===== config.mk =====
export PLATFORM = sky130hd
export DESIGN_NAME = dlfa_front_flat
export DESIGN_NICKNAME = d
export VERILOG_FILES = /design/src/hdl/dense_layer_forward_activation_unit_macros.svh /design/src/hdl/dlfa_pkg.sv /design/src/hdl/dlfa_if.sv /design/src/hdl/dlfa_front.sv /design/src/flat_wrapper.sv
export SDC_FILE = /design/constraint.sdc
export NUM_CORES = 1
export LEC_CHECK = 0
export CORE_UTILIZATION = 60
export DETAILED_ROUTE_END_ITERATION = 10
export DONT_BUFFER_PORTS = 1
export MAX_ROUTING_LAYER = met4
export PLACE_DENSITY = 0.74
export SKIP_LAST_GASP = 1
export SLEW_MARGIN = 20
export SYNTH_ARGS = -nofsm -noshare
export SYNTH_HDL_FRONTEND = slang
export SYNTH_SLANG_ARGS = --single-unit

===== constraint.sdc =====
create_clock -name clk -period 2.65 [get_ports clk]
set_input_delay 0.53 -clock clk [delete_from_list [all_inputs] [get_ports clk]]
set_output_delay 0.53 -clock clk [all_outputs]
set_load 0.05 [all_outputs]

===== src/hdl/dense_layer_forward_activation_unit_macros.svh =====
// Assertion macros shared by the block
`ifndef DENSE_LAYER_FORWARD_ACTIVATION_UNIT_MACROS_SVH
`define DENSE_LAYER_FORWARD_ACTIVATION_UNIT_MACROS_SVH

`ifndef ASSERT_OFF
`define DLFA_ASSERT(lbl, clk, rst_n, prop, msg) \
    lbl: assert property (@(posedge clk) disable iff (!rst_n) prop) else $error(msg);
`define DLFA_ASSERT_NEXT(lbl, clk, rst_n, pre, post, msg) \
    lbl: assert property (@(posedge clk) disable iff (!rst_n) pre |=> post) else $error(msg);
`else
`define DLFA_ASSERT(lbl, clk, rst_n, prop, msg)
`define DLFA_ASSERT_NEXT(lbl, clk, rst_n, pre, post, msg)
`endif

`endif


===== src/hdl/dlfa_pkg.sv =====
package dlfa_pkg;

    localparam int MAX_NEURONS = 16;
    localparam int MAX_INPUTS  = 256;
    localparam int NEURON_W    = $clog2(MAX_NEURONS);
    localparam int NCNT_W      = $clog2(MAX_NEURONS + 1);
    localparam int INPUT_W     = $clog2(MAX_INPUTS);
    localparam int ICNT_W      = 9;
    localparam int VAL_W       = 16;
    localparam int OPC_W       = 2;
    localparam int ACC_W       = 40;
    localparam int FIN_W       = ACC_W + 2;
    localparam int Z_W         = FIN_W - 12;
    localparam int TAB_W       = 13;
    localparam int TAB_N       = 256;
    localparam int MB_W        = 17;
    localparam int PROD_W      = Z_W + MB_W;
    localparam int RES_W       = 36;
    localparam int SUM_W       = $clog2(MAX_NEURONS * 4096 + 1);
    localparam int DIV_NUM_W   = 25;
    localparam int DIV_DEN_W   = SUM_W;
    localparam int QUEUE_DEPTH = 2;
    localparam int QPTR_W      = $clog2(QUEUE_DEPTH);
    localparam int QCNT_W      = $clog2(QUEUE_DEPTH + 1);
    localparam int CFG_IDX_W   = 4;
    localparam int CFG_DATA_W  = 16;

    localparam logic [TAB_W-1:0] Q_ONE = TAB_W'(4096);
    localparam logic signed [MB_W-1:0] SELU_LAMBDA = MB_W'(4304);
    localparam logic signed [MB_W-1:0] SELU_ALPHA  = MB_W'(6854);
    localparam logic [63:0] EXP_RATIO  = 64'd4034748386;
    localparam logic [63:0] TANH_RATIO = 64'd4162825044;
    localparam logic [63:0] TWO32      = 64'd4294967296;
    localparam logic [63:0] HALF32     = 64'd2147483648;

    localparam logic [2:0] ACT_RELU    = 3'd0;
    localparam logic [2:0] ACT_LEAKY   = 3'd1;
    localparam logic [2:0] ACT_ELU     = 3'd2;
    localparam logic [2:0] ACT_SELU    = 3'd3;
    localparam logic [2:0] ACT_TANH    = 3'd4;
    localparam logic [2:0] ACT_SIGMOID = 3'd5;
    localparam logic [2:0] ACT_SWISH   = 3'd6;
    localparam logic [2:0] ACT_SOFTMAX = 3'd7;

    localparam logic [CFG_IDX_W-1:0] CFG_MODE    = CFG_IDX_W'(0);
    localparam logic [CFG_IDX_W-1:0] CFG_ALPHA   = CFG_IDX_W'(1);
    localparam logic [CFG_IDX_W-1:0] CFG_INPUTS  = CFG_IDX_W'(2);
    localparam logic [CFG_IDX_W-1:0] CFG_NEURONS = CFG_IDX_W'(3);

    typedef enum logic [OPC_W-1:0] {
        OP_WEIGHT  = 2'd0,
        OP_BIAS    = 2'd1,
        OP_ELEMENT = 2'd2
    } op_t;

    typedef struct packed {
        logic [2:0]              mode;
        logic signed [VAL_W-1:0] alpha;
        logic [ICNT_W-1:0]       input_count;
        logic [NCNT_W-1:0]       neuron_count;
    } cfg_t;

    typedef struct packed {
        op_t                     op;
        logic [NEURON_W-1:0]     neuron;
        logic [INPUT_W-1:0]      index;
        logic signed [VAL_W-1:0] value;
        logic                    last;
        logic                    acc_en;
    } cmd_t;

    typedef struct packed {
        logic                 start;
        logic [DIV_NUM_W-1:0] num;
        logic [DIV_DEN_W-1:0] den;
    } div_req_t;

    typedef struct packed {
        logic                 busy;
        logic                 done;
        logic [DIV_NUM_W-1:0] quo;
    } div_rsp_t;

    typedef logic [TAB_W-1:0] tab_t [TAB_N];

    function automatic tab_t exp_table();
        tab_t        t;
        logic [63:0] p;
        p = TWO32;
        for (int i = 0; i < TAB_N; i++)
        begin
            t[i] = TAB_W'((p * 64'd4096 + HALF32) >> 32);
            p = (p * EXP_RATIO + HALF32) >> 32;
        end
        return t;
    endfunction

    function automatic logic [63:0] long_div(input logic [63:0] num, input logic [63:0] den);
        logic [63:0] rem;
        logic [63:0] quo;
        rem = '0;
        quo = '0;
        for (int j = 63; j >= 0; j--)
        begin
            rem = {rem[62:0], num[j]};
            quo = quo << 1;
            if (rem >= den)
            begin
                rem = rem - den;
                quo[0] = 1'b1;
            end
        end
        return quo;
    endfunction

    function automatic tab_t tanh_table();
        tab_t        t;
        logic [63:0] q;
        q = TWO32;
        for (int i = 0; i < TAB_N; i++)
        begin
            t[i] = TAB_W'(long_div(64'd4096 * (TWO32 - q) + ((TWO32 + q) >> 1), TWO32 + q));
            q = (q * TANH_RATIO + HALF32) >> 32;
        end
        return t;
    endfunction

    localparam tab_t EXP_TAB  = exp_table();
    localparam tab_t TANH_TAB = tanh_table();

    function automatic logic signed [RES_W-1:0] rnd12(input logic signed [PROD_W-1:0] v);
        logic signed [PROD_W-1:0] w;
        w = v + PROD_W'(2048);
        return RES_W'(w >>> 12);
    endfunction

    function automatic logic signed [VAL_W-1:0] sat16(input logic signed [RES_W-1:0] v);
        if (v > RES_W'(32767))
            return VAL_W'(32767);
        if (v < -RES_W'(32768))
            return VAL_W'(-32768);
        return VAL_W'(v);
    endfunction

endpackage


===== src/hdl/dlfa_if.sv =====
interface dlfa_in_if;
    import dlfa_pkg::*;
    logic                      valid;
    logic                      ready;
    logic [OPC_W-1:0]          opcode;
    logic [NEURON_W-1:0]       neuron_index;
    logic [INPUT_W-1:0]        input_index;
    logic signed [VAL_W-1:0]   in_value;
    logic                      in_last;

    modport source (output valid, opcode, neuron_index, input_index, in_value, in_last,
                    input ready);
    modport sink (input valid, opcode, neuron_index, input_index, in_value, in_last,
                  output ready);
endinterface



===== src/hdl/dlfa_front.sv =====
module dlfa_front (
    input  logic            clk,
    input  logic            rst_n,
    input  dlfa_pkg::cfg_t  cfg,
    dlfa_in_if.sink         in_chan,
    output dlfa_pkg::cmd_t  cmd,
    output logic            cmd_valid,
    input  logic            cmd_pop
);
    import dlfa_pkg::*;

    cmd_t              queue_reg [QUEUE_DEPTH];
    cmd_t              entry;
    logic [QPTR_W-1:0] wr_ptr_reg, wr_ptr_next;
    logic [QPTR_W-1:0] rd_ptr_reg, rd_ptr_next;
    logic [QCNT_W-1:0] count_reg, count_next;
    logic              take;
    logic              push;
    logic              pop;
    logic              known_op;

    assign in_chan.ready = (count_reg != QCNT_W'(QUEUE_DEPTH));
    assign take = in_chan.valid && in_chan.ready;
    assign known_op = (in_chan.opcode == OP_WEIGHT) || (in_chan.opcode == OP_BIAS)
                   || (in_chan.opcode == OP_ELEMENT);
    assign push = take && known_op;
    assign pop  = cmd_pop && (count_reg != '0);

    always_comb
    begin
        entry.op     = op_t'(in_chan.opcode);
        entry.neuron = in_chan.neuron_index;
        entry.index  = in_chan.input_index;
        entry.value  = in_chan.in_value;
        entry.last   = in_chan.in_last;
        entry.acc_en = (in_chan.opcode == OP_ELEMENT)
                    && ({1'b0, in_chan.input_index} < cfg.input_count);
    end

    always_comb
    begin
        wr_ptr_next = wr_ptr_reg;
        rd_ptr_next = rd_ptr_reg;
        count_next  = count_reg;
        if (push)
            wr_ptr_next = (wr_ptr_reg == QPTR_W'(QUEUE_DEPTH - 1)) ? '0 : wr_ptr_reg + 1'b1;
        if (pop)
            rd_ptr_next = (rd_ptr_reg == QPTR_W'(QUEUE_DEPTH - 1)) ? '0 : rd_ptr_reg + 1'b1;
        if (push && !pop)
            count_next = count_reg + 1'b1;
        else if (pop && !push)
            count_next = count_reg - 1'b1;
    end

    always_ff @(posedge clk or negedge rst_n)
    begin
        if (!rst_n)
        begin
            wr_ptr_reg <= '0;
            rd_ptr_reg <= '0;
            count_reg  <= '0;
        end
        else
        begin
            wr_ptr_reg <= wr_ptr_next;
            rd_ptr_reg <= rd_ptr_next;
            count_reg  <= count_next;
        end
    end

    always_ff @(posedge clk)
    begin
        if (push)
            queue_reg[wr_ptr_reg] <= entry;
    end

    assign cmd       = queue_reg[rd_ptr_reg];
    assign cmd_valid = (count_reg != '0);
endmodule


===== src/flat_wrapper.sv =====
// flat-port wrapper written by rule: the top's interface ports become plain ports
module dlfa_front_flat import dlfa_pkg::*;
  (clk, rst_n, cfg, cmd, cmd_valid, cmd_pop, in_chan_valid, in_chan_opcode, in_chan_neuron_index, in_chan_input_index, in_chan_in_value, in_chan_in_last, in_chan_ready);
  dlfa_in_if in_chan_i ();
  input  logic clk;
  input  logic rst_n;
  input  dlfa_pkg::cfg_t cfg;
  output dlfa_pkg::cmd_t cmd;
  output logic cmd_valid;
  input  logic cmd_pop;
  input wire logic [$bits(in_chan_i.valid)-1:0] in_chan_valid;
  input wire logic [$bits(in_chan_i.opcode)-1:0] in_chan_opcode;
  input wire logic [$bits(in_chan_i.neuron_index)-1:0] in_chan_neuron_index;
  input wire logic [$bits(in_chan_i.input_index)-1:0] in_chan_input_index;
  input wire logic [$bits(in_chan_i.in_value)-1:0] in_chan_in_value;
  input wire logic [$bits(in_chan_i.in_last)-1:0] in_chan_in_last;
  output wire logic [$bits(in_chan_i.ready)-1:0] in_chan_ready;
  assign in_chan_i.valid = in_chan_valid;
  assign in_chan_i.opcode = in_chan_opcode;
  assign in_chan_i.neuron_index = in_chan_neuron_index;
  assign in_chan_i.input_index = in_chan_input_index;
  assign in_chan_i.in_value = in_chan_in_value;
  assign in_chan_i.in_last = in_chan_in_last;
  assign in_chan_ready = in_chan_i.ready;
  dlfa_front u_core (.clk(clk), .rst_n(rst_n), .cfg(cfg), .in_chan(in_chan_i), .cmd(cmd), .cmd_valid(cmd_valid), .cmd_pop(cmd_pop));
endmodule

# --- Word-level counts from Yosys, hierarchy flattened ---
# Memories as Yosys holds them, arrays and structs flattened.
# Cells that the tools add are included.
totals:
  reg_bits: 4
  ramBits: 64
  inputBits: 68
  out_inout_bits: 34
  elab_cells: 31
  mem_count: 1
memory_table:
  columns: ["name", "depth", "word_bits", "read_ports", "rd_ports_with_merged_regs", "wr", "line", "source"]
  rows:
  - ["u_core.queue_reg", 2, 32, 1, 0, 1, "dlfa_front.sv:12", "cmd_t queue_reg [QUEUE_DEPTH];"]
classes:
  add_sub_neg: 4
  order_cmp: 1
  eq_ne: 3
  mux: 6
  n_reduce_logical: 13
op_table:
  columns: ["operator", "count"]
  rows:
  - ["$lt 8x9->1", 1]
  - ["$logic_and 1x1->1", 6]
  - ["$mux 1", 4]
  - ["$mux 2", 2]
  - ["$reduce_bool 2->1", 2]
  - ["$add 1x1->1 const B", 2]
  - ["$add 2x1->2 const B", 1]
  - ["$eq 2x1->1 const B", 1]
  - ["$eq 2x2->1 const B", 1]
  - ["$logic_not 1->1", 2]
  - ["$logic_not 2->1", 1]
  - ["$logic_or 1x1->1", 2]
  - ["$ne 2x2->1 const B", 1]
  - ["$sub 2x1->2 const B", 1]

# --- Depth between registers and ports, before layout ---
logic_depth:
  ltp_word: 8
  depth_mapped: 7
  ltp_nobuf: 7

# --- Least setup slack after synthesis ---
# No wires, ideal clock.
synth_timing:
  path_type: "reg2reg"
  start: "register u_core.count_reg[0]"
  end: "memory u_core.queue_reg[0][0] in the netlist's numbering, enable pin"
  setup_ns: 0.421
  arrival_time_ns: 2.098
  required_time_ns: 2.229
  path_slack_ns: 0.131
  path_stages_with_launch: 4
  path_buffers: 0
  synth_period_minus_slack_ns: 2.519
  cell_sequence: "dfrtp_1 > nand2b_4 > nand3_4 > nor2_1"
synth_via:
  elab_chain_len: 5
synth_rtl:
  columns: ["element", "line", "source"]
  rows:
  - ["start, declared", "dlfa_front.sv:16", "logic [QCNT_W-1:0] count_reg, count_next;"]
  - ["start signal, assigned", "dlfa_front.sv:67", "count_reg <= count_next;"]
  - ["$ne 2x2->1", "dlfa_front.sv:22", "assign in_chan.ready = (count_reg != QCNT_W'(QUEUE_DEPTH));"]
  - ["net in_chan_ready", "flat_wrapper.sv:17", "output wire logic [$bits(in_chan_i.ready)-1:0] in_chan_ready;"]
  - ["$logic_and 1x1->1", "dlfa_front.sv:23", "assign take = in_chan.valid && in_chan.ready;"]
  - ["$logic_and 1x1->1", "dlfa_front.sv:26", "assign push = take && known_op;"]
  - ["$mux 1", "dlfa_front.sv:73", "if (push)"]
  - ["$mux 1 (implied by the code)", "dlfa_front.sv:74", "queue_reg[wr_ptr_reg] <= entry;"]
  - ["end, declared", "dlfa_front.sv:12", null]
# The timed path passes the listed nets, and every way through them passes these cells.

==> impl_metrics.json <==
{
  "cp.depth": 2,
  "antenna_found_initial": 0,
  "cts_tree": "done",
  "hpwl_um": 2879,
  "ant_nets": 0,
  "hold_path_depth": 0,
  "cp_slowest_stage_delay_ns": 0.68,
  "final_area_sq_mm": 0.003099,
  "finClkSkew_ns": 0.004602,
  "synth_cell_type_count": 27,
  "start_util_pct": 64.54,
  "drt_iter0_markers": 64,
  "insertion_delay_ns": 0.32,
  "grt_pass1_vias": 1336,
  "period_minus_slack_ns": 2.275,
  "drc": 3,
  "area_delta_synth_final_pct": 7.322,
  "ys_warn_count": 0,
  "antenna_cells": 0,
  "synth_area_sq_mm": 0.002888,
  "num_rows": 24,
  "worst_slew_pin_slew_ns": 0.5170,
  "cp-startpoint": "u_core.rd_ptr_reg",
  "fmax_mhz": 439.6,
  "die_y_um": 71.38,
  "endpoint_kind": "output port",
  "crit_chain": "buf_12 > mux2_2",
  "wl_per_cell_um": 19.13,
  "hold_buffers": 1,
  "grt_pass1_wl_um": 6292,
  "ys_seq_area_share_pct": 70.02,
  "post_cts_resized": 0,
  "syn-num-nets": 223,
  "critPathCapture": "cmd[31]",
  "finalHoldViolCount": 0,
  "rsz0062_at_grt": "no",
  "drv_cap": 0,
  "largest_reg_flops": 64,
  "r2r_slack_ns": 0.92,
  "slowest_stage": "dfrtp_2",
  "period_share_pct": 85.85,
  "r2r_end": "u_core.count_reg[1]",
  "overflow": 0,
  "r2r-start": "u_core.count_reg[1]",
  "violations": "DRC",
  "avgSynthCellArea_sq_um": 19.64,
  "grt_max_degree": 20,
  "relSlewSlack_pct": 65.53,
  "power.density_mw_per_mm2": 1222,
  "setup_ws_ns": 0.3750,
  "status": "finished, violations left",
  "cp_max_fo": 19,
  "dp.cells": 200,
  "critical_path_buf_inv_count": 1,
  "core_area_sq_mm": 0.004474,
  "vias": 1228,
  "setup-tns-final_ns": 0,
  "cp.required_ns": 2.12,
  "place.port_buffers": 0,
  "grt_usage_pct": 17.86,
  "ys_seq_elements": 68,
  "critPathLaunchType": "flop",
  "drt-vias-per-instance": 5.685,
  "htreeDepth": 3,
  "die-area_sq_mm": 0.005094,
  "arrival_ns": 1.75,
  "cts_inserted_buffers": 9,
  "final_cells": 216,
  "layout.nets": 236,
  "crit_family": "flip-flops",
  "io_pins": 102,
  "placed_cell_area_sq_mm": 0.002940,
  "peakVddDrop_v": 0.0005657,
  "pre_cts_ws_ns": 0.7006,
  "place.gp.congestion": 0.6844,
  "hold_class": "in2reg",
  "p_leak_uw": 0.001172,
  "cts_sinks": 68,
  "cts_root_buf": "clkbuf_8",
  "die_w_um": 71.38,
  "post-route-util_pct": 69.27,
  "drt-total-wl_um": 4133,
  "reg2regPathDepth": 6,
  "firstDrtPassIters": 7,
  "clk_path_buf_depth": 2,
  "crit_type": "reg2out",
  "drv_slew": 0,
  "netlist_instances": 147,
  "cts_setup_buffers": 0,
  "finalSetupViolCount": 0,
  "path_clk_slew_ns": 0.07,
  "drive_above_1_share_pct": 32.93
}
layout by cell type (no fill, tap or decap), types with 3 or more instances in the layout:
master and instances:
mux2_2 3, dfrtp_1 3, edfxtp_1 64, ha_1 8, mux2_4 29, inv_1 9, nand2_1 3, clkbuf_8 9
buf_4 4, xnor2_1 3
where the power goes:
| part | internal, uW | switching (uW) |
|---|---|---|
| Combinational | 494 | 1090 |
| Clock | 325 | 330 |
| Sequential | 1420 | 135 |
| Total | 2240 | 1550 |
worst min path at each step:
stage	startpoint	end
after floorplan	rst_n	u_core.count_reg[0]
after global placement	rst_n	u_core.rd_ptr_reg
after detailed placement	rst_n	u_core.wr_ptr_reg
after CTS	in_chan_in_value[11]	u_core.queue_reg[0][13]
after global routing	in_chan_in_value[11]	u_core.queue_reg[0][13]
final	in_chan_in_value[11]	u_core.queue_reg[1][13]
routing by layer:
metal,vias up,global-route usage (%),wire [um]
li1,577,-,-
met2,47,29.63,2183
met4,0,9.333,62
met1,596,18.36,1580
met3,8,6.892,307
met5,-,-,0
Yosys cell counts, drive strengths merged:
master  instances  area, sq um
a211oi          2        20.02
a21oi           2        10.01
and2            1        6.260
buf             4        71.32
dfrtp           4        100.1
edfxtp         64         1922
ha              8        100.1
inv             9        33.78
mux2           32        469.2
nand2           4        17.52
nand2b          2        20.02
nand3           1        17.52
nand3b          1        7.510
nand4b          1        8.760
nor2            2        7.510
nor2b           1        6.260
nor3b           1        7.510
o211ai          1        7.510
o21ai           1        5.000
or2             1        6.260
xnor2           3        26.28
xor2            2        17.52
through the flow:
step / hold slack, ns / total power, uW
floorplan: 0.2344 / 3089
global placement: 0.2345 / 3138
detailed placement: 0.2345 / 3170
CTS: 0.2841 / 3832
global route: 0.2734 / 3935
finish: 0.2973 / 3789
cells by family (layout without fill, tap and decap cells):
kind of cell / count (synthesis) / count (layout) / share of synthesized area, %
and+or+nand+nor: 15 / 15 / 3.641
DFF: 68 / 68 / 70.02
buffers and inverters: 13 / 30 / 3.639
xor gates and xnor gates: 5 / 5 / 1.517
muxes: 32 / 32 / 16.25
AOI/OAI and AO/OA: 6 / 6 / 1.473
adders and majority gates: 8 / 8 / 3.466
final cells by class:
cell class | instances | area, sq um
Fill cell | 293 | 1375
Clock buffer | 11 | 131.4
Inverter | 9 | 33.78
Sequential cell | 68 | 2023
Tap cell | 52 | 65.06
Multi-Input combinational cell | 66 | 768.2
Clock inverter | 4 | 17.52
Timing Repair Buffer | 6 | 60.06
Power figures use the tool's default switching activity.
